==> src/rtl/fcp_pkg.sv <==
// Shared types and constants for the float RGBA to Cineon log packer.
// No dependencies; every other file of the block imports this package.
package fcp_pkg;

  localparam logic [31:0] LOG_B_Q28       = 32'd2898499;
  localparam logic [31:0] ONE_MINUS_B_Q28 = 32'd265536957;
  localparam logic [22:0] LOG_K_Q16       = 23'd5918491;
  localparam logic [9:0]  CODE_OFFSET     = 10'd685;
  localparam logic [9:0]  CODE_MAX        = 10'd1023;
  localparam logic [9:0]  CODE_LOW        = 10'd95;
  localparam logic [11:0] ALPHA_SCALE     = 12'd2559;
  localparam logic [15:0] DIV10_RECIP     = 16'd52429;
  localparam logic [13:0] WIDTH_RESET     = 14'd1;
  localparam int          RED_SHIFT       = 22;
  localparam int          GREEN_SHIFT     = 12;
  localparam int          BLUE_SHIFT      = 2;

  typedef struct packed {
    logic [31:0] red_bits;
    logic [31:0] green_bits;
    logic [31:0] blue_bits;
    logic [31:0] alpha_bits;
    logic        frame_start;
  } pix_in_t;

  typedef struct packed {
    logic [31:0] color_word;
    logic [7:0]  alpha_byte;
    logic [25:0] pixel_index;
    logic        row_end;
  } pix_out_t;

  // Classified pixel as it waits between the front and the back.
  typedef struct packed {
    logic [2:0][31:0] xq;
    logic [2:0]       low;
    logic             a_zero;
    logic             a_sat;
    logic [23:0]      a_m;
    logic [5:0]       a_s;
    logic [25:0]      pixel_index;
    logic             row_end;
  } entry_t;

  typedef struct packed {
    logic full;
    logic empty;
  } queue_stat_t;

  typedef enum logic [2:0] {
    ST_IDLE,
    ST_ALPHA,
    ST_DIVA,
    ST_XMUL,
    ST_NORM,
    ST_SQR,
    ST_SCALE,
    ST_EMIT
  } back_state_t;

endpackage

==> src/rtl/fcp_back.sv <==
// Back end: sequencer that scales alpha and works the three log codes one
// channel at a time with one shared squarer. Uses fcp_pkg.
module fcp_back (
  input  logic                 clk,
  input  logic                 rst_n,
  input  fcp_pkg::entry_t      head,
  input  fcp_pkg::queue_stat_t qstat,
  output logic                 pop,
  output logic                 out_valid,
  input  logic                 out_stall,
  output fcp_pkg::pix_out_t    out_data
);
  import fcp_pkg::*;

  back_state_t     state_r, state_nxt;
  entry_t          ent_r;
  logic [1:0]      ch_r;
  logic [11:0]     a_r;
  logic [7:0]      alpha_r;
  logic [31:0]     z_r;
  logic [4:0]      p_r;
  logic [15:0]     frac_r;
  logic [3:0]      cnt_r;
  logic [2:0][9:0] code_r;
  logic            out_valid_r;
  pix_out_t        out_data_r;
  logic            load_out;

  logic [35:0] aprod;
  logic [27:0] qprod;
  logic [59:0] yprod;
  logic [32:0] ysum;
  logic [63:0] sq;
  logic [21:0] lg, mag;
  logic [44:0] kprod;
  logic [14:0] code_s;
  logic [9:0]  code_c;

  assign aprod = 36'(ent_r.a_m) * 36'(ALPHA_SCALE);
  assign qprod = 28'(a_r) * 28'(DIV10_RECIP);
  assign yprod = 60'(ent_r.xq[ch_r]) * 60'(ONE_MINUS_B_Q28);
  assign ysum  = 33'(LOG_B_Q28) + 33'(yprod[59:28]);
  assign sq    = 64'(z_r) * 64'(z_r);
  assign lg    = {6'(p_r) - 6'd28, 16'b0} + {6'b0, frac_r};
  assign mag   = lg[21] ? (22'd0 - lg) : lg;
  assign kprod = 45'(mag) * 45'(LOG_K_Q16);

  always_comb begin
    if (lg[21]) code_s = 15'(CODE_OFFSET) - 15'(kprod[44:32]);
    else code_s = 15'(CODE_OFFSET) + 15'(kprod[44:32]);
    if (code_s[14]) code_c = 10'd0;
    else if (code_s > 15'(CODE_MAX)) code_c = CODE_MAX;
    else code_c = code_s[9:0];
  end

  always_comb begin
    state_nxt = state_r;
    case (state_r)
      ST_IDLE:  if (!qstat.empty) state_nxt = ST_ALPHA;
      ST_ALPHA: state_nxt = ST_DIVA;
      ST_DIVA:  state_nxt = ST_XMUL;
      ST_XMUL: begin
        if (!ent_r.low[ch_r]) state_nxt = ST_NORM;
        else if (ch_r == 2'd2) state_nxt = ST_EMIT;
      end
      ST_NORM:  if (z_r[31]) state_nxt = ST_SQR;
      ST_SQR:   if (cnt_r == 4'd15) state_nxt = ST_SCALE;
      ST_SCALE: state_nxt = (ch_r == 2'd2) ? ST_EMIT : ST_XMUL;
      ST_EMIT:  if (!out_valid_r || !out_stall) state_nxt = ST_IDLE;
      default:  state_nxt = ST_IDLE;
    endcase
  end

  always_comb begin
    pop      = 1'b0;
    load_out = 1'b0;
    case (state_r)
      ST_IDLE: pop = !qstat.empty;
      ST_EMIT: load_out = !out_valid_r || !out_stall;
      default: begin
        pop      = 1'b0;
        load_out = 1'b0;
      end
    endcase
  end

  always_ff @(posedge clk) begin
    case (state_r)
      ST_IDLE: begin
        ent_r <= head;
        ch_r  <= 2'd0;
      end
      ST_ALPHA: a_r <= 12'(aprod >> ent_r.a_s);
      ST_DIVA: begin
        if (ent_r.a_zero) alpha_r <= 8'd0;
        else if (ent_r.a_sat || qprod[27:19] > 9'd255) alpha_r <= 8'd255;
        else alpha_r <= qprod[26:19];
      end
      ST_XMUL: begin
        z_r    <= ysum[31:0];
        p_r    <= 5'd31;
        cnt_r  <= 4'd0;
        frac_r <= 16'd0;
        if (ent_r.low[ch_r]) begin
          code_r[ch_r] <= CODE_LOW;
          ch_r         <= ch_r + 2'd1;
        end
      end
      ST_NORM: begin
        if (!z_r[31]) begin
          z_r <= z_r << 1;
          p_r <= p_r - 5'd1;
        end
      end
      ST_SQR: begin
        // The square of the Q1.31 mantissa is at least 2 when bit 63 is set.
        z_r    <= sq[63] ? sq[63:32] : sq[62:31];
        frac_r <= {frac_r[14:0], sq[63]};
        cnt_r  <= cnt_r + 4'd1;
      end
      ST_SCALE: begin
        code_r[ch_r] <= code_c;
        ch_r         <= ch_r + 2'd1;
      end
      default: ;
    endcase
  end

  always_ff @(posedge clk) begin
    if (!rst_n) begin
      state_r     <= ST_IDLE;
      out_valid_r <= 1'b0;
    end else begin
      state_r <= state_nxt;
      if (load_out) out_valid_r <= 1'b1;
      else if (!out_stall) out_valid_r <= 1'b0;
    end
  end

  always_ff @(posedge clk) begin
    if (load_out) begin
      out_data_r.color_word  <= (32'(code_r[0]) << RED_SHIFT) |
                                (32'(code_r[1]) << GREEN_SHIFT) |
                                (32'(code_r[2]) << BLUE_SHIFT);
      out_data_r.alpha_byte  <= alpha_r;
      out_data_r.pixel_index <= ent_r.pixel_index;
      out_data_r.row_end     <= ent_r.row_end;
    end
  end

  assign out_valid = out_valid_r;
  assign out_data  = out_data_r;

endmodule

==> config.mk <==
export PLATFORM = sky130hd
export DESIGN_NAME = fcp_back
export DESIGN_NICKNAME = d
export VERILOG_FILES = /design/src/rtl/fcp_pkg.sv /design/src/rtl/fcp_back.sv
export SDC_FILE = /design/constraint.sdc
export NUM_CORES = 2
export LEC_CHECK = 0
export BUFFER_PORTS_ARGS = -buffer_cell sky130_fd_sc_hd__buf_2
export CAP_MARGIN = 20
export CORE_ASPECT_RATIO = 2
export CORE_MARGIN = 1
export CORE_UTILIZATION = 25
export DETAILED_ROUTE_END_ITERATION = 8
export GPL_TIMING_DRIVEN = 0
export SYNTH_ARGS = -nofsm -noshare
export SYNTH_HDL_FRONTEND = slang
export SYNTH_SLANG_ARGS = --single-unit
==> constraint.sdc <==
create_clock -name clk -period 15.8 [get_ports clk]
set_input_delay 1.58 -clock clk [delete_from_list [all_inputs] [get_ports clk]]
set_output_delay 1.58 -clock clk [all_outputs]
set_load 0.1 [all_outputs]
# == After elaboration in Yosys (flattened, before gate mapping) ==
# Index checks and enable logic that the tools add are counted.
# totals
output_inout_bits,69
in_bits,163
ff_bits,338
elab_cells,120
# op_classes
order_cmp,4
n_eq_ne,17
n_addsub,9
muxes,35
bitwise,5
n_reduce_logical,17
n_mul,5
n_shift,1
# op_table
operator,count
32-bit two-way mux,3
32-bit case mux with 3 select lines,1
32-bit binary-select mux with 2-bit select,1
32-bit by 32-bit multiplier with 64-bit output,1
"32-bit by 28-bit multiplier with 60-bit output, second input constant",1
30-bit case mux with 2 select lines,1
"22-bit by 23-bit multiplier with 45-bit output, second input constant",1
"24-bit by 12-bit multiplier with 36-bit output, second input constant",1
36-bit by 6-bit >> shifter with 12-bit output,1
"22-bit by 32-bit adder with 32-bit output, first input constant",1
32-bit by 12-bit bitwise OR with 32-bit output,1
32-bit by 22-bit bitwise OR with 32-bit output,1
16-bit case mux with 2 select lines,1
30-bit bitwise mux,1
10-bit two-way mux,3
30-bit two-way mux,1
"12-bit by 16-bit multiplier with 28-bit output, second input constant",1
3-bit case mux with 8 select lines,1
22-bit by 16-bit adder with 22-bit output,1
22-bit two-way mux,1
"1-bit by 22-bit subtractor with 22-bit output, first input constant",1
3-bit two-way mux,7
10-bit demux with 2-bit select,1
18-bit bitwise OR,1
37 further kinds,59

# == Longest topological paths before layout ==
# depth
depth_word,12
ltp_mapped,37

# == Worst setup path after synthesis ==
# No wires, ideal clock.
# synth_timing
kind,register -> register
from,register state_r[1]
to,register state_r[0]
stages_incl_launch_ff,4
period_less_slack_ns,13.204
setup_ns,0.618
arrival_time_ns,12.586
path_buffers,1
t_required_ns,15.182
setup_slack_ns,2.596
cell_sequence,dfxtp_1 clkbuf_1 nor3_1 a2111oi_0
# synth_via
elab_chain_len,3
elab_cells_between_ends,15
# synth_rtl
item,line,rtl
start: declaration,fcp_back.sv:15,"back_state_t state_r, state_nxt;"
start signal: assignment,fcp_back.sv:134,state_r <= state_nxt;
"3-bit by 2-bit equality test with 1-bit output, or another cell as far along",fcp_back.sv:58,case (state_r)
3-bit inequality test (no line) / 2-bit inequality test (equally long branches),-,
5-bit AND reduction (no line),-,
# Parallel ways exist; a longest one is shown, timed or not.
# A chain may end at the register's enable or synchronous reset.

# == Worst setup path in the final report ==
# layout_timing
from,register z_r[17]
to,register z_r[6] (data pin)
# layout_via
elab_chain_len,3
# layout_rtl
item,line,rtl
start: declaration,fcp_back.sv:20,logic [31:0] z_r;
start signal: assignment,fcp_back.sv:100,z_r <= ysum[31:0];
start signal: assignment,fcp_back.sv:111,z_r <= z_r << 1;
start signal: assignment,fcp_back.sv:117,z_r <= sq[63] ? sq[63:32] : sq[62:31];
32-bit by 32-bit multiplier with 64-bit output,fcp_back.sv:43,assign sq = 64'(z_r) * 64'(z_r);
32-bit two-way mux,fcp_back.sv:117,
32-bit case mux with 3 select lines,fcp_back.sv:88,case (state_r)
# No other way between the ends.

==> run metrics <==
Final Util=27.7%; CORE AREA=0.310 mm^2; Synth cell types=112; Critical Path Slowest Stage Cell=clkbuf_1; CP Capture Type=flip-flop; failing checks=design-rule violations; DIE HEIGHT=791 um; Die X=397 um; Final Hold Vio Count=0; Worst Reg-to-Reg Cells=35; routability cong.=1.03; outcome=complete, but fails checks; clock buffer depth=3; Synth Flop Type=edfxtp_1; number of flops mapped to enable cells by yosys=332; DRC Markers=4; CP required=16.13 ns; mapped cell area=0.0779 mm^2; Setup crit start=z_r[17]; fraction of layout cells with a size suffix above 1=5.97%; Layout Area Growth over Synthesis=10.2%; ranking of synthesized cells by area=fa_1 (42%), ha_1 (15%), edfxtp_1 (13%); final WL=259,000 um; Skew-Pair Late Insertion Delay=0.68 ns; TritonCTS buffer count=26; First-pass DRT Iterations=9; Rel. slew slack=11.8%; Final period util=79.2%; number of global-route vias before repair=63,500; Top cell by count, worst path=fa_1; largest net degree at the start of global routing=32; drt initial violations=2,181; Final setup viols=0; type of origin of the critical path=flip-flop; CTS H-tree depth=1; Least-Margin Pin Slew=1.32 ns; CTS tree=built; CTS Root Cell=clkbuf_16; Fin Clk Skew=0.0386 ns; WP data arrival=12.84 ns; Synth Warn #=0; asr flop ratio synth=0%; most frequent cell after synthesis=inv_1; Syn Area/Cell=10.2 um^2; Worst-path clk slew=0.09 ns; post-synth top area share=41.6%; clock period minus final worst setup slack=12.51 ns; crit path to=z_r[6]; global-route wire length before repair=385,000 um; Global Route Usage Sum=16.7%; slowest cell delay on critical path=1.01 ns; area leader, netlist=fa_1; sequential share of the synthesized area=12.9%; Nets=10,700; Register-to-Register Setup Slack=3.29 ns; global route overflow=0; Final ANT Viol Nets=0; top cells by count, synth=inv_1 (2,083), fa_1 (1,620), ha_1 (943), nand2_1 (467), edfxtp_1 (332); Synth Register Bits=336; IO Port Bufs=228; vias per cell=4.57; Final HPWL DP=227,000 um; Die ar.=0.314 mm^2; Slew Viols, Final=0; vias=55,200; Sink Count=336; initial antenna violation count=23; f_max=79.9 MHz; r2r startpoint=z_r[17]; CP Max Fanout=11; CTS resizes=0; RSZ-0062 raised after global routing=false; Worst Hold Slack=0.399 ns; row cnt=289; Hold Crit Class=reg2reg; post-CTS setup buffer count=0; IO Pins=232; RR Endpoint=z_r[6]; Max-Cap Viols=0; routed length per placed instance=21.5 um; Initial Util=25.1%; cts-stage hold buffer count=0; Syn Inst Count=7,648; Worst Setup Path Type=reg2reg
[layout by cell type, fill, tap and decap left out, types with 25 or more instances in the layout]
cell type | netlist | routed
nor2b_1 | 25 | 25
o211ai_1 | 31 | 31
buf_2 | 7 | 236
a21oi_1 | 251 | 250
a31oi_1 | 46 | 46
fa_1 | 1620 | 1620
or2_2 | 25 | 25
nand3_1 | 58 | 58
nand2_1 | 467 | 467
ha_1 | 943 | 943
o21a_1 | 28 | 28
edfxtp_1 | 332 | 332
nor2_1 | 254 | 253
a211oi_1 | 31 | 31
mux2_2 | 27 | 27
and2_1 | 215 | 215
xnor2_1 | 110 | 110
xor2_1 | 76 | 76
mux2i_1 | 92 | 92
clkbuf_1 | 164 | 164
a21o_1 | 97 | 97
and3_1 | 46 | 46
o21ai_0 | 165 | 139
clkbuf_16 | 0 | 26
nor3_1 | 56 | 54
nand4_1 | 34 | 34
inv_1 | 2083 | 2083
[registers in the layout (all words and copies together) (netlist names)]
name,flops
ent_r,158
out_data,65
z_r,32
code_r,30
frac_r,16
a_r,12
alpha_r,8
p_r,5
cnt_r,4
state_r,3
ch_r,2
out_valid,1
[per-layer routing]
metal | wire length, um | track usage (%)
met5 | 18 | 0
met4 | 28300 | 14.7
met3 | 9670 | 2.11
met2 | 147000 | 33.9
met1 | 73700 | 13.5
[area by class of cell]
cell class / count / area (um^2)
flip-flops and latches: 336 / 10000
well taps: 4074 / 5100
repair buffers: 276 / 1770
plain buffers: 190 / 757
multi-input cells: 5030 / 59300
diodes: 16 / 40.0
clock buffers: 27 / 654
inverters: 2094 / 7860
clock inverters: 20 / 253
fillers: 32700 / 224000
[worst max-delay path: cells and delay by family (launching register included)]
kind | cells | cell delay, ns
adders and majority gates | 9 | 4.76
buffers and inverters | 12 | 3.89
AOI/OAI and AO/OA | 7 | 1.50
and+or+nand+nor | 5 | 1.04
DFF | 1 | 0.35
muxes | 1 | 0.31
xor gates and xnor gates | 1 | 0.27
[worst min-delay path by stage]
stage,from,endpoint,slack (ns),cells after the start
2_1_floorplan,ent_r[0],out_data[0],0.40,0
3_3_place_gp,ent_r[6],out_data[6],0.40,0
3_5_place_dp,ent_r[22],out_data[22],0.41,0
4_1_cts,ent_r[11],out_data[11],0.41,0
5_1_grt,ent_r[11],out_data[11],0.41,0
6_report,ent_r[11],out_data[11],0.40,0
[cell families (layout without fill, tap and decap cells)]
| family | count (synthesis) | after routing | share of synthesized area [%] |
|---|---|---|---|
| AO/OA/AOI/OAI | 876 | 876 | 7.50 |
| XOR/XNOR | 189 | 189 | 2.15 |
| adder cells (fa/ha/maj) | 2563 | 2563 | 56.8 |
| buffers and inverters | 2284 | 2607 | 11.1 |
| flip-flops | 336 | 336 | 12.9 |
| multiplexers | 121 | 121 | 1.63 |
| other | 2 | 20 | 0.00964 |
| AND/OR/NAND/NOR | 1277 | 1277 | 7.94 |
[metrics by stage]
stage | setup TNS (ns) | std cells | area, um^2 | setup slack [ns]
6_report | 0 | 12100 | 85800 | 3.29
5_1_grt | 0 | 12100 | 85800 | 3.19
4_1_cts | 0 | 12000 | 85700 | 3.73
3_5_place_dp | 0 | 12000 | 84800 | 3.77
3_3_place_gp | -281.17 | 12000 | 84100 | -3.58
2_1_floorplan | 0 | 7650 | 77900 | 2.60
Power is left out: the tool's default activity adds up to more than one toggle a clock period on the data nets, which glitch-free logic cannot reach.
