--- src/rtl/fcp_pkg.sv ---
// Shared types and constants for the float RGBA to Cineon log packer.
// No dependencies; every other file of the block imports this package.
package fcp_pkg;

  localparam logic [31:0] LOG_B_Q28       = 32'd2898499;
  localparam logic [31:0] ONE_MINUS_B_Q28 = 32'd265536957;
  localparam logic [22:0] LOG_K_Q16       = 23'd5918491;
  localparam logic [9:0]  CODE_OFFSET     = 10'd685;
  localparam logic [9:0]  CODE_MAX        = 10'd1023;
  localparam logic [9:0]  CODE_LOW        = 10'd95;
  localparam logic [11:0] ALPHA_SCALE     = 12'd2559;
  localparam logic [15:0] DIV10_RECIP     = 16'd52429;
  localparam logic [13:0] WIDTH_RESET     = 14'd1;
  localparam int          RED_SHIFT       = 22;
  localparam int          GREEN_SHIFT     = 12;
  localparam int          BLUE_SHIFT      = 2;

  typedef struct packed {
    logic [31:0] red_bits;
    logic [31:0] green_bits;
    logic [31:0] blue_bits;
    logic [31:0] alpha_bits;
    logic        frame_start;
  } pix_in_t;

  typedef struct packed {
    logic [31:0] color_word;
    logic [7:0]  alpha_byte;
    logic [25:0] pixel_index;
    logic        row_end;
  } pix_out_t;

  // Classified pixel as it waits between the front and the back.
  typedef struct packed {
    logic [2:0][31:0] xq;
    logic [2:0]       low;
    logic             a_zero;
    logic             a_sat;
    logic [23:0]      a_m;
    logic [5:0]       a_s;
    logic [25:0]      pixel_index;
    logic             row_end;
  } entry_t;

  typedef struct packed {
    logic full;
    logic empty;
  } queue_stat_t;

  typedef enum logic [2:0] {
    ST_IDLE,
    ST_ALPHA,
    ST_DIVA,
    ST_XMUL,
    ST_NORM,
    ST_SQR,
    ST_SCALE,
    ST_EMIT
  } back_state_t;

endpackage

--- src/rtl/fcp_queue.sv ---
// Two-entry queue of classified pixels between the front and the back.
// Uses fcp_pkg for the entry and status types.
module fcp_queue (
  input  logic                 clk,
  input  logic                 rst_n,
  input  logic                 push,
  input  fcp_pkg::entry_t      wdata,
  input  logic                 pop,
  output fcp_pkg::entry_t      rdata,
  output fcp_pkg::queue_stat_t stat
);
  import fcp_pkg::*;

  entry_t     mem_r [2];
  logic       wr_ptr_r, rd_ptr_r;
  logic [1:0] cnt_r;

  assign rdata      = mem_r[rd_ptr_r];
  assign stat.full  = cnt_r == 2'd2;
  assign stat.empty = cnt_r == 2'd0;

  always_ff @(posedge clk) begin
    if (push) mem_r[wr_ptr_r] <= wdata;
  end

  always_ff @(posedge clk) begin
    if (!rst_n) begin
      wr_ptr_r <= 1'b0;
      rd_ptr_r <= 1'b0;
      cnt_r    <= 2'd0;
    end else begin
      if (push) wr_ptr_r <= ~wr_ptr_r;
      if (pop) rd_ptr_r <= ~rd_ptr_r;
      cnt_r <= cnt_r + 2'(push) - 2'(pop);
    end
  end

endmodule

--- config.mk ---
export PLATFORM = sky130hd
export DESIGN_NAME = fcp_queue
export DESIGN_NICKNAME = d
export VERILOG_FILES = /design/src/rtl/fcp_pkg.sv /design/src/rtl/fcp_queue.sv
export SDC_FILE = /design/constraint.sdc
export NUM_CORES = 1
export LEC_CHECK = 0
export BUFFER_PORTS_ARGS = -buffer_cell sky130_fd_sc_hd__buf_2
export CELL_PAD_IN_SITES_DETAIL_PLACEMENT = 1
export CELL_PAD_IN_SITES_GLOBAL_PLACEMENT = 2
export CORE_ASPECT_RATIO = 0.6
export CORE_UTILIZATION = 40
export CTS_BUF_LIST = sky130_fd_sc_hd__clkbuf_8
export DETAILED_ROUTE_END_ITERATION = 8
export PLACE_DENSITY = 0.88
export SYNTH_ARGS = -nofsm -noshare
export SYNTH_HDL_FRONTEND = slang
export SYNTH_SLANG_ARGS = --single-unit
--- constraint.sdc ---
create_clock -name clk -period 10.4 [get_ports clk]
set_clock_uncertainty 0.1 [all_clocks]
set_input_delay 1.56 -clock clk [delete_from_list [all_inputs] [get_ports clk]]
set_output_delay 1.56 -clock clk [all_outputs]
set_load 0.01 [all_outputs]
# --- Word level (Yosys, flattened, before mapping) ---
# Memory sizes are Yosys's and may differ from the RTL's. A register that Yosys moved wholly into a read port is not among the register bits.
# Index checks and enable logic that the tools add are counted.
op_classes:
  n_eq_ne: 1
  n_reduce_logical: 1
  muxes: 4
  n_bitwise: 2
  n_addsub: 2
op_table:
  columns: ["operator", "n"]
  rows:
  - ["two-way mux 1 bit", 4]
  - ["adder 2 x 1 -> 2 bit", 1]
  - ["== test 2 bit (second input constant)", 1]
  - ["zero test 2 bit", 1]
  - ["inverter 1 bit", 2]
  - ["subtractor 2 x 1 -> 2 bit", 1]
totals:
  ramBits: 316
  out_inout_bits: 160
  regBits: 4
  wordCells: 14
  in_bits: 162
  memories: 1
mem_list:
  columns: ["memory", "words", "width", "rd", "rd_clocked_by_memory_dff", "write_ports", "line", "text"]
  rows:
  - ["mem_r", 2, 158, 1, 1, 1, "fcp_queue.sv:14", "entry_t mem_r [2];"]

# --- Depth between registers and ports, before layout ---
# Gate-level depths: netlist of run 1.
depth:
  ltp_word: 3
  mapped_depth: 6
  depth_no_buf: 6

# --- Worst setup path before layout of run 1 ---
# OpenSTA, ideal clock, no wires.
synth_timing:
  kind: "input -> register"
  from: "in push"
  to: "mem mem_r[0][0] in the netlist's numbering, enable pin"
  path_buffers: 0
  setup_ns: 0.697
  path_slack_ns: 1.183
  t_required_ns: 9.603
  path_stages: 1
  arrival_time_ns: 8.421
  cell_sequence: "nor2b_1"
synth_via:
  elab_chain_len: 2
synth_lines:
  columns: ["element", "line", "text"]
  rows:
  - ["start, declared", "fcp_queue.sv:6", "input logic push,"]
  - ["two-way mux 1 bit", "fcp_queue.sv:23", "if (push) mem_r[wr_ptr_r] <= wdata;"]
  - ["two-way mux 1 bit (not written as such)", "fcp_queue.sv:23", null]
  - ["end, declared", "fcp_queue.sv:14", null]
# Every way passes these cells.

==> results of run 1 <==
[worst register-to-register path, delay by kind of cell (launching register included)]
| kind | cells | cell delay, ns |
|---|---|---|
| DFF | 1 | 0.39 |
| buffers and inverters | 2 | 1.59 |
| and+or+nand+nor | 1 | 0.57 |
[per-stage QoR]
| stage | instances | instance area (um2) |
|---|---|---|
| 2_1_floorplan | 513 | 12100 |
| 3_3_place_gp | 1223 | 14000 |
| 3_5_place_dp | 1223 | 14000 |
| 4_1_cts | 1309 | 14900 |
| 5_1_grt | 1309 | 14900 |
| 6_report | 1310 | 14900 |
[worst max-delay path by stage]
stage	from	end	slack, ns	cells past startpoint
6_report	flop	rdata[142]	5.80	3
3_5_place_dp	push	mem_r[1][134]	5.93	4
5_1_grt	flop	rdata[35]	5.58	3
3_3_place_gp	push	mem_r[1][54]	5.99	4
2_1_floorplan	push	mem_r[0][0]	1.18	1
4_1_cts	flop	rdata[142]	5.70	3
[routing by layer]
layer  vias up  wire (um)  GRT usage (%)
met5         -         11              0
met2       207      12500           26.5
met1      3066      10800           20.3
met4         2        492           5.48
li1       2770          -              -
met3        42       2370           6.63
[kinds of logic (layout without fill, tap and decap cells)]
| logic type | Yosys count | after routing | share of synthesized area [%] |
|---|---|---|---|
| adders and majority gates | 2 | 2 | 0.207 |
| muxes | 158 | 158 | 17.9 |
| AOI/OAI and AO/OA | 1 | 1 | 0.0623 |
| and+or+nand+nor | 9 | 9 | 0.446 |
| xor gates and xnor gates | 2 | 2 | 0.259 |
| other | 0 | 1 | 0 |
| DFF | 321 | 321 | 79.5 |
| buffers and inverters | 20 | 416 | 1.62 |
[placed cells by master (no fill, tap or decap), types with 2 or more instances in the layout]
cell and count:
ha_1 2, buf_4 7, dfxtp_1 4, and2_1 3, clkinv_2 2, edfxtp_1 316, nor2b_1 3, mux2_4 101
buf_2 321, mux2_2 57, clkbuf_8 49, clkinv_1 10, inv_1 24
[layout make-up]
type                       instances  area [um2]  share of cell area, %
antenna                            1        2.50                 0.0168
timing repair buffer             328        1660                   11.1
multi-input combinational        172        2290                   15.3
inverter                           2        7.51                 0.0504
clock buffer                      49         674                   4.53
tap                              400         500                   3.36
clock inverter                    37         176                   1.18
sequential                       321        9590                   64.4
[flip-flops by register name, summed over array words and instances (netlist names), named ones only]
name,cells
mem_r,316
cnt_r,2
wr_ptr_r,1
rd_ptr_r,1
[synth_stat cells (2+ instances only)]
cell type    n
buf_2        3
ha_1         2
mux2_2      57
mux2_4     101
inv_1        2
and2_1       4
nor2b_1      4
dfxtp_1      5
edfxtp_1   316
buf_6       14
[power by group through the flow]
stage | clock (mW) | sequential (mW) | combinational (mW)
after CTS | 0.971 | 1.53 | 0.326
after detailed placement | 0 | 1.55 | 0.325
after global routing | 1.01 | 1.53 | 0.342
after global placement | 0 | 1.55 | 0.315
final | 0.928 | 1.52 | 0.319
after floorplan | 0 | 1.55 | 0.203
==> results.txt, run 1 <==
----------------------------------------------------
[Run status]
  Run status ... completed

[Floorplan]
  Standard-cell rows ... 48
  Area of the die ... 30900 um2
  Floorplan die height ... 137 um
  Core region area ... 29200 um2
  Chip width ... 226 um
  Effective utilization at floorplan ... 41.3%
  Io pins ... 322

[Timing]
  Final worst path period share ... 44.2%
  Minimum setup slack in the final design ... 5.80 ns
  Fin. max-slew vios ... 0
  Headroom to the max-slew limit ... 33.7%
  Top achievable clock speed ... 218 MHz
  Fin Setup TNS ... 0 ns
  Final hold violations ... 0
  Tightest hold margin ... 0.470 ns
  Number of failing setup endpoints in the final timing report ... 0
  Unrepaired setup endpoints after global routing ... no
  Clock period minus worst slack ... 4.60 ns
  Transition time of the tightest slew-check pin ... 0.995 ns

[Clock tree]
  Total CTS buffers ... 47
  Number of clock sinks ... 321
  H-tree depth ... 2
  Root Buffer ... clkbuf_8
  # hold bufs at CTS ... 0
  Buffer levels on the longest clock path ... 3
  Post-CTS sizing ... 0
  Worst skew pair latency ... 0.54 ns
  Number of buffers inserted to repair setup after CTS ... 0
  Clock slew at the register clock pins of the worst setup and hold paths ... 0.05 ns
  CTS tree ... built

[Drt]
  Number of iterations in the first detailed-routing pass ... 4
  Final wirelength ... 26100 um
  Detailed-route wire length per cell ... 20.0 um
  Via-to-Cell Ratio ... 4.65
  Final ANT Viol Nets ... 0
  Via total after detailed routing ... 6087
  Number of DRC markers in iteration 0 ... 219
  Post-detailed-route DRC marker count ... 0

[Critical path]
  Depth of the worst register-to-register path ... 3
  FF-to-FF setup slack ... 7.30 ns
  Setup crit end kind ... primary output
  Worst Path Arrival ... 2.94 ns
  Kind of start point of the critical path ... flop
  Slowest stage cell on the critical path ... buf_4
  Cell Chain, Critical Path ... buf_4 -> mux2_2 -> buf_2
  Critical path peak fanout ... 58
  Reg2Reg Launch Point ... wr_ptr_r
  Critical path class ... flop to primary output
  Gate family responsible for the most delay along the worst path ... buffers and inverters
  Endpoint of the worst register-to-register path ... mem_r[1][157]
  Highest cell delay on the worst timing path ... 0.90 ns
  Required time worst endpoint ... 8.74 ns
  CP Buf/Inv Count ... 2

[Global route]
  Overflow left after global routing ... 0
  Wire length of the first global-routing pass ... 37600 um
  Number of antenna violations at the first check in global routing ... 2
  Via count of the first global-routing pass ... 6490
  Maximum number of pins on one net before global-route repair ... 66
  Total global routing track utilization ... 16.5%

[Hold path]
  Number of cells traversed by the worst hold path ... 2
  HP Start ... rd_ptr_r
  Worst hold path type ... flop to flop

[Synth]
  Yosys top cell area share ... 78.7%
  Async set or reset register ratio after synthesis ... 0%
  Count of flip-flops with a built-in enable after synthesis ... 316
  Yosys top cell by area ... edfxtp_1
  Cell types occupying the most area after synthesis ... edfxtp_1 (79%), mux2_4 (13%), mux2_2 (5.3%), buf_6 (1.3%), dfxtp_1 (0.83%)
  Total nets after synthesis ... 677
  Synthesized area per cell ... 23.5 um2
  Syn Std Cell Area ... 12100 um2
  Number of flip-flops and latches in the synthesized netlist ... 321
  Count of unique library cells instantiated by Yosys ... 15
  Synth Flop Type ... edfxtp_1
  Instance count of the mapped netlist ... 513
  Yosys warnings ... 0
  Post-synthesis sequential area ratio ... 79.5%

[Power and ir drop]
  Clock network fraction of design power ... 33.5%
  Power density over the cells ... 186 nW/um2
  Share of total power consumed by net switching ... 23.5%
  Net Switching ... 0.650 mW
  Combinational cell fraction of total power ... 11.5%
  P_leak ... 5.86 nW
  Share of total power in sequential cells ... 55.0%
  Cell internal pwr ... 2.12 mW
  Final Total Pwr ... 2.77 mW
  Worst IR Drop VDD ... 0.107 mV

[Final layout]
  Final nets ... 1036
  Number of inserted filler cells in the final layout ... 2796
  Area growth syn-to-layout ... 23.5%
  Share of final-layout standard cells stronger than drive strength 1 ... 59.7%
  Post-layout util ... 51.0%

[Placement]
  Count of port buffers added during placement ... 321
  Post-placement setup slack ... 5.93 ns
  Global placer's final weighted congestion ... 0.758
  HPWL reported at the end of detailed placement ... 17800 um

[Run]
  # Max-Cap Violations ... 0

----------------------------------------------------
Note: power is estimated with default switching activity, not from simulation.
==> run 2: changes to the inputs <==
- ABC_AREA: not set -> 1
- CORE_UTILIZATION: 40 -> 36
- PLACE_DENSITY: 0.88 -> 0.85
- clock period: 10.4 -> 3.8 ns (I/O delays scaled with it)
==> results.txt, run 2 <==
----------------------------------------------------
[Final layout]
  Number of inserted filler cells in the final layout ... 3221 (+15%)
  Most frequent standard cell in the layout excluding fill and tap cells ... buf_2
  Multi-input logic area ... 2260 um2 (-0.93%)
  Area growth syn-to-layout ... 26.0%
  Largest registers ... mem_r: 316 flops, cnt_r: 2 flops
  Number of flip-flops in the largest register ... 316 (unchanged)
  Number of standard cells in the final layout excluding fillers ... 1387 (+5.9%)
  Share of final-layout standard cells stronger than drive strength 1 ... 60.5% (+0.78 points)
  Register with the most flip-flops ... mem_r
  Final nets ... 1057 (+2.0%)
  Most frequent cells in the layout ... buf_2 (321), edfxtp_1 (316), mux2_4 (101)
  Sequential cell area ... 9590 um2 (unchanged)

[Synth]
  Instance count of the mapped netlist ... 525 (+2.3%)
  Number of flip-flops and latches in the synthesized netlist ... 321 (unchanged)
  Count of flip-flops with a built-in enable after synthesis ... 316 (unchanged)
  Cell with the most instances after synthesis ... edfxtp_1
  Post-synthesis sequential area ratio ... 79.5% (unchanged)
  Synthesized area per cell ... 23.0 um2 (-2.3%)
  Top cell types by occurrence after synthesis ... edfxtp_1 (316), mux2_4 (101), mux2_2 (57), buf_6 (14), nor2_1 (9)
  Total nets after synthesis ... 689 (+1.8%)
  Count of unique library cells instantiated by Yosys ... 13 (-2)
  Yosys top cell area share ... 78.7% (unchanged)
  Yosys top cell by area ... edfxtp_1
  Cell types occupying the most area after synthesis ... edfxtp_1 (79%), mux2_4 (13%), mux2_2 (5.3%), buf_6 (1.3%), dfxtp_1 (0.83%)
  Async set or reset register ratio after synthesis ... 0% (unchanged)
  Yosys warnings ... 0 (unchanged)
  Synth Flop Type ... edfxtp_1
  Syn Std Cell Area ... 12100 um2 (unchanged)

[Power and ir drop]
  Combinational cell fraction of total power ... 10.4% (-1.1 points)
  Final Total Pwr ... 7.72 mW (+180%)
  Share of total power in sequential cells ... 53.9% (-1.1 points)
  Power density over the cells ... 508 nW/um2 (+170%)
  Share of total power consumed by net switching ... 23.2% (-0.24 points)
  Cell internal pwr ... 5.93 mW (+180%)
  Clock network fraction of design power ... 35.7% (+2.2 points)
  P_leak ... 5.96 nW (+1.7%)
  Worst IR Drop VDD ... 0.284 mV (+160%)
  Net Switching ... 1.79 mW (+180%)

[Timing]
  Unrepaired setup endpoints after global routing ... no
  Final worst path period share ... 77.0%
  Fin Setup TNS ... 0 ns (unchanged)
  Top achievable clock speed ... 342 MHz
  Final hold violations ... 0 (unchanged)
  Minimum setup slack in the final design ... 0.874 ns (-4.93 ns)
  Clock period minus worst slack ... 2.93 ns
  Tightest hold margin ... 0.0905 ns (-0.379 ns)
  Fin. max-slew vios ... 0 (unchanged)
  Transition time of the tightest slew-check pin ... 0.769 ns (-0.226 ns)
  Headroom to the max-slew limit ... 48.6% (+15 points)
  Number of failing setup endpoints in the final timing report ... 0 (unchanged)

[Drt]
  Final ANT Viol Nets ... 0 (unchanged)
  Number of DRC markers in iteration 0 ... 277 (+26%)
  Via total after detailed routing ... 6175 (+1.4%)
  Number of iterations in the first detailed-routing pass ... 4 (unchanged)
  Via-to-Cell Ratio ... 4.45 (-4.2%)
  Post-detailed-route DRC marker count ... 0 (unchanged)
  Final wirelength ... 26600 um (+1.6%)
  Detailed-route wire length per cell ... 19.1 um (-4.0%)

[Placement]
  Post-placement setup slack ... 1.39 ns (-4.54 ns)
  Count of port buffers added during placement ... 321 (unchanged)
  HPWL reported at the end of detailed placement ... 18300 um (+2.7%)
  Global placer's final weighted congestion ... 0.750 (-1.1%)
  Post-Place Cells ... 1292 (+5.6%)

[Critical path]
  Kind of start point of the critical path ... flop
  Setup crit end kind ... primary output
  Worst Path Arrival ... 2.26 ns (-0.68 ns)
  Highest cell delay on the worst timing path ... 0.80 ns (-0.10 ns)
  Depth of the worst register-to-register path ... 2 (-1)
  Cell Chain, Critical Path ... buf_12 -> mux2_2 -> buf_2
  FF-to-FF setup slack ... 1.86 ns (-5.44 ns)
  Crit path to ... rdata[145]
  Endpoint of the worst register-to-register path ... mem_r[0][106]
  Critical path class ... flop to primary output
  Slowest stage cell on the critical path ... dfxtp_4
  Reg2Reg Launch Point ... wr_ptr_r
  Required time worst endpoint ... 3.13 ns (-5.61 ns)
  Critical path peak fanout ... 39 (-33%)

[Floorplan]
  Area of the die ... 34300 um2 (+11%)
  Chip width ... 238 um (+5.4%)
  Floorplan die height ... 144 um (+5.3%)
  Standard-cell rows ... 51 (+6.3%)
  Effective utilization at floorplan ... 36.9% (-4.4 points)
  Io pins ... 322 (unchanged)
  Core region area ... 32700 um2 (+12%)

[Global route]
  Via count of the first global-routing pass ... 6618 (+2.0%)
  Wire length of the first global-routing pass ... 38400 um (+2.4%)
  Number of antenna violations at the first check in global routing ... 6 (+4)
  Total global routing track utilization ... 15.0% (-1.5 points)
  Maximum number of pins on one net before global-route repair ... 76 (+15%)
  Overflow left after global routing ... 0 (unchanged)

[Hold path]
  Worst hold path type ... input pin to flop
  HP Start ... wdata[61]

[Clock tree]
  H-tree depth ... 2 (unchanged)
  Post-CTS sizing ... 0 (unchanged)
  CTS tree ... built
  Number of buffers inserted to repair setup after CTS ... 0 (unchanged)
  Worst skew pair latency ... 0.55 ns (about the same)
  # hold bufs at CTS ... 0 (unchanged)
  Number of clock sinks ... 321 (unchanged)
  Buffer levels on the longest clock path ... 3 (unchanged)
  Root Buffer ... clkbuf_8
  Clock slew at the register clock pins of the worst setup and hold paths ... 0.07 ns (+0.02 ns)
  Total CTS buffers ... 49 (+4.3%)

[Run status]
  Run status ... completed

[Run]
  # Max-Cap Violations ... 0 (unchanged)

----------------------------------------------------
==> run 2: area by class of cell <==
| cell class | count | share of cell area (%) |
|---|---|---|
| Timing Repair Buffer | 335 | 11.8 |
| Inverter | 7 | 0.198 |
| Antenna cell | 5 | 0.0823 |
| Sequential cell | 321 | 63.1 |
| Clock inverter | 37 | 1.42 |
| Multi-Input combinational cell | 179 | 14.9 |
| Clock buffer | 53 | 4.80 |
| Tap cell | 450 | 3.71 |
==> run 2: logic make-up (layout without fill, tap and decap cells) <==
kind of cell / Yosys count / in the layout / share of synthesized area (%)
other cells: 0 / 5 / 0
buf+inv: 25 / 432 / 1.77
compound gates: 1 / 1 / 0.0415
fa+ha+maj: 2 / 2 / 0.207
flops: 321 / 321 / 79.5
simple gates: 18 / 18 / 0.571
mux: 158 / 158 / 17.9
==> run 2: power by group through the flow <==
stage	Combinational, mW	Clock, mW	Sequential, mW
2_1_floorplan	0.477	0	4.22
3_3_place_gp	0.791	0	4.23
3_5_place_dp	0.813	0	4.24
4_1_cts	0.816	2.87	4.17
5_1_grt	0.859	3.01	4.18
6_report	0.800	2.76	4.17
==> run 2: metrics by stage <==
stage	instance area [um2]	util (%)
finish	15200	46.5
global route	15200	46.5
CTS	15200	46.5
detailed placement	14200	43.6
global placement	14200	43.6
floorplan	12100	-
==> run 2: how the worst min path moves through the flow <==
stage	slack, ns	to	cells after the start
final	0.09	mem_r[1][61]	1
after global routing	0.03	mem_r[1][61]	1
after CTS	0.03	mem_r[0][74]	1
after detailed placement	0.39	flop	2
after global placement	0.38	rd_ptr_r	2
after floorplan	0.36	flop	2
==> run 2: critical path, delay by kind of cell (launching register included) <==
kind / cells / cell delay (ns)
flip-flops: 1 / 0.80
multiplexers: 1 / 0.38
buffers and inverters: 2 / 0.47
==> run 2: routing by layer <==
metal	up-vias	wire length [um]	global-route usage, %	share of wire (%)
met5	-	24	0	0.090
met1	3094	11500	18.7	43
met4	4	524	4.66	2.0
met3	45	1710	4.82	6.4
met2	203	12800	24.9	48
li1	2829	-	-	-
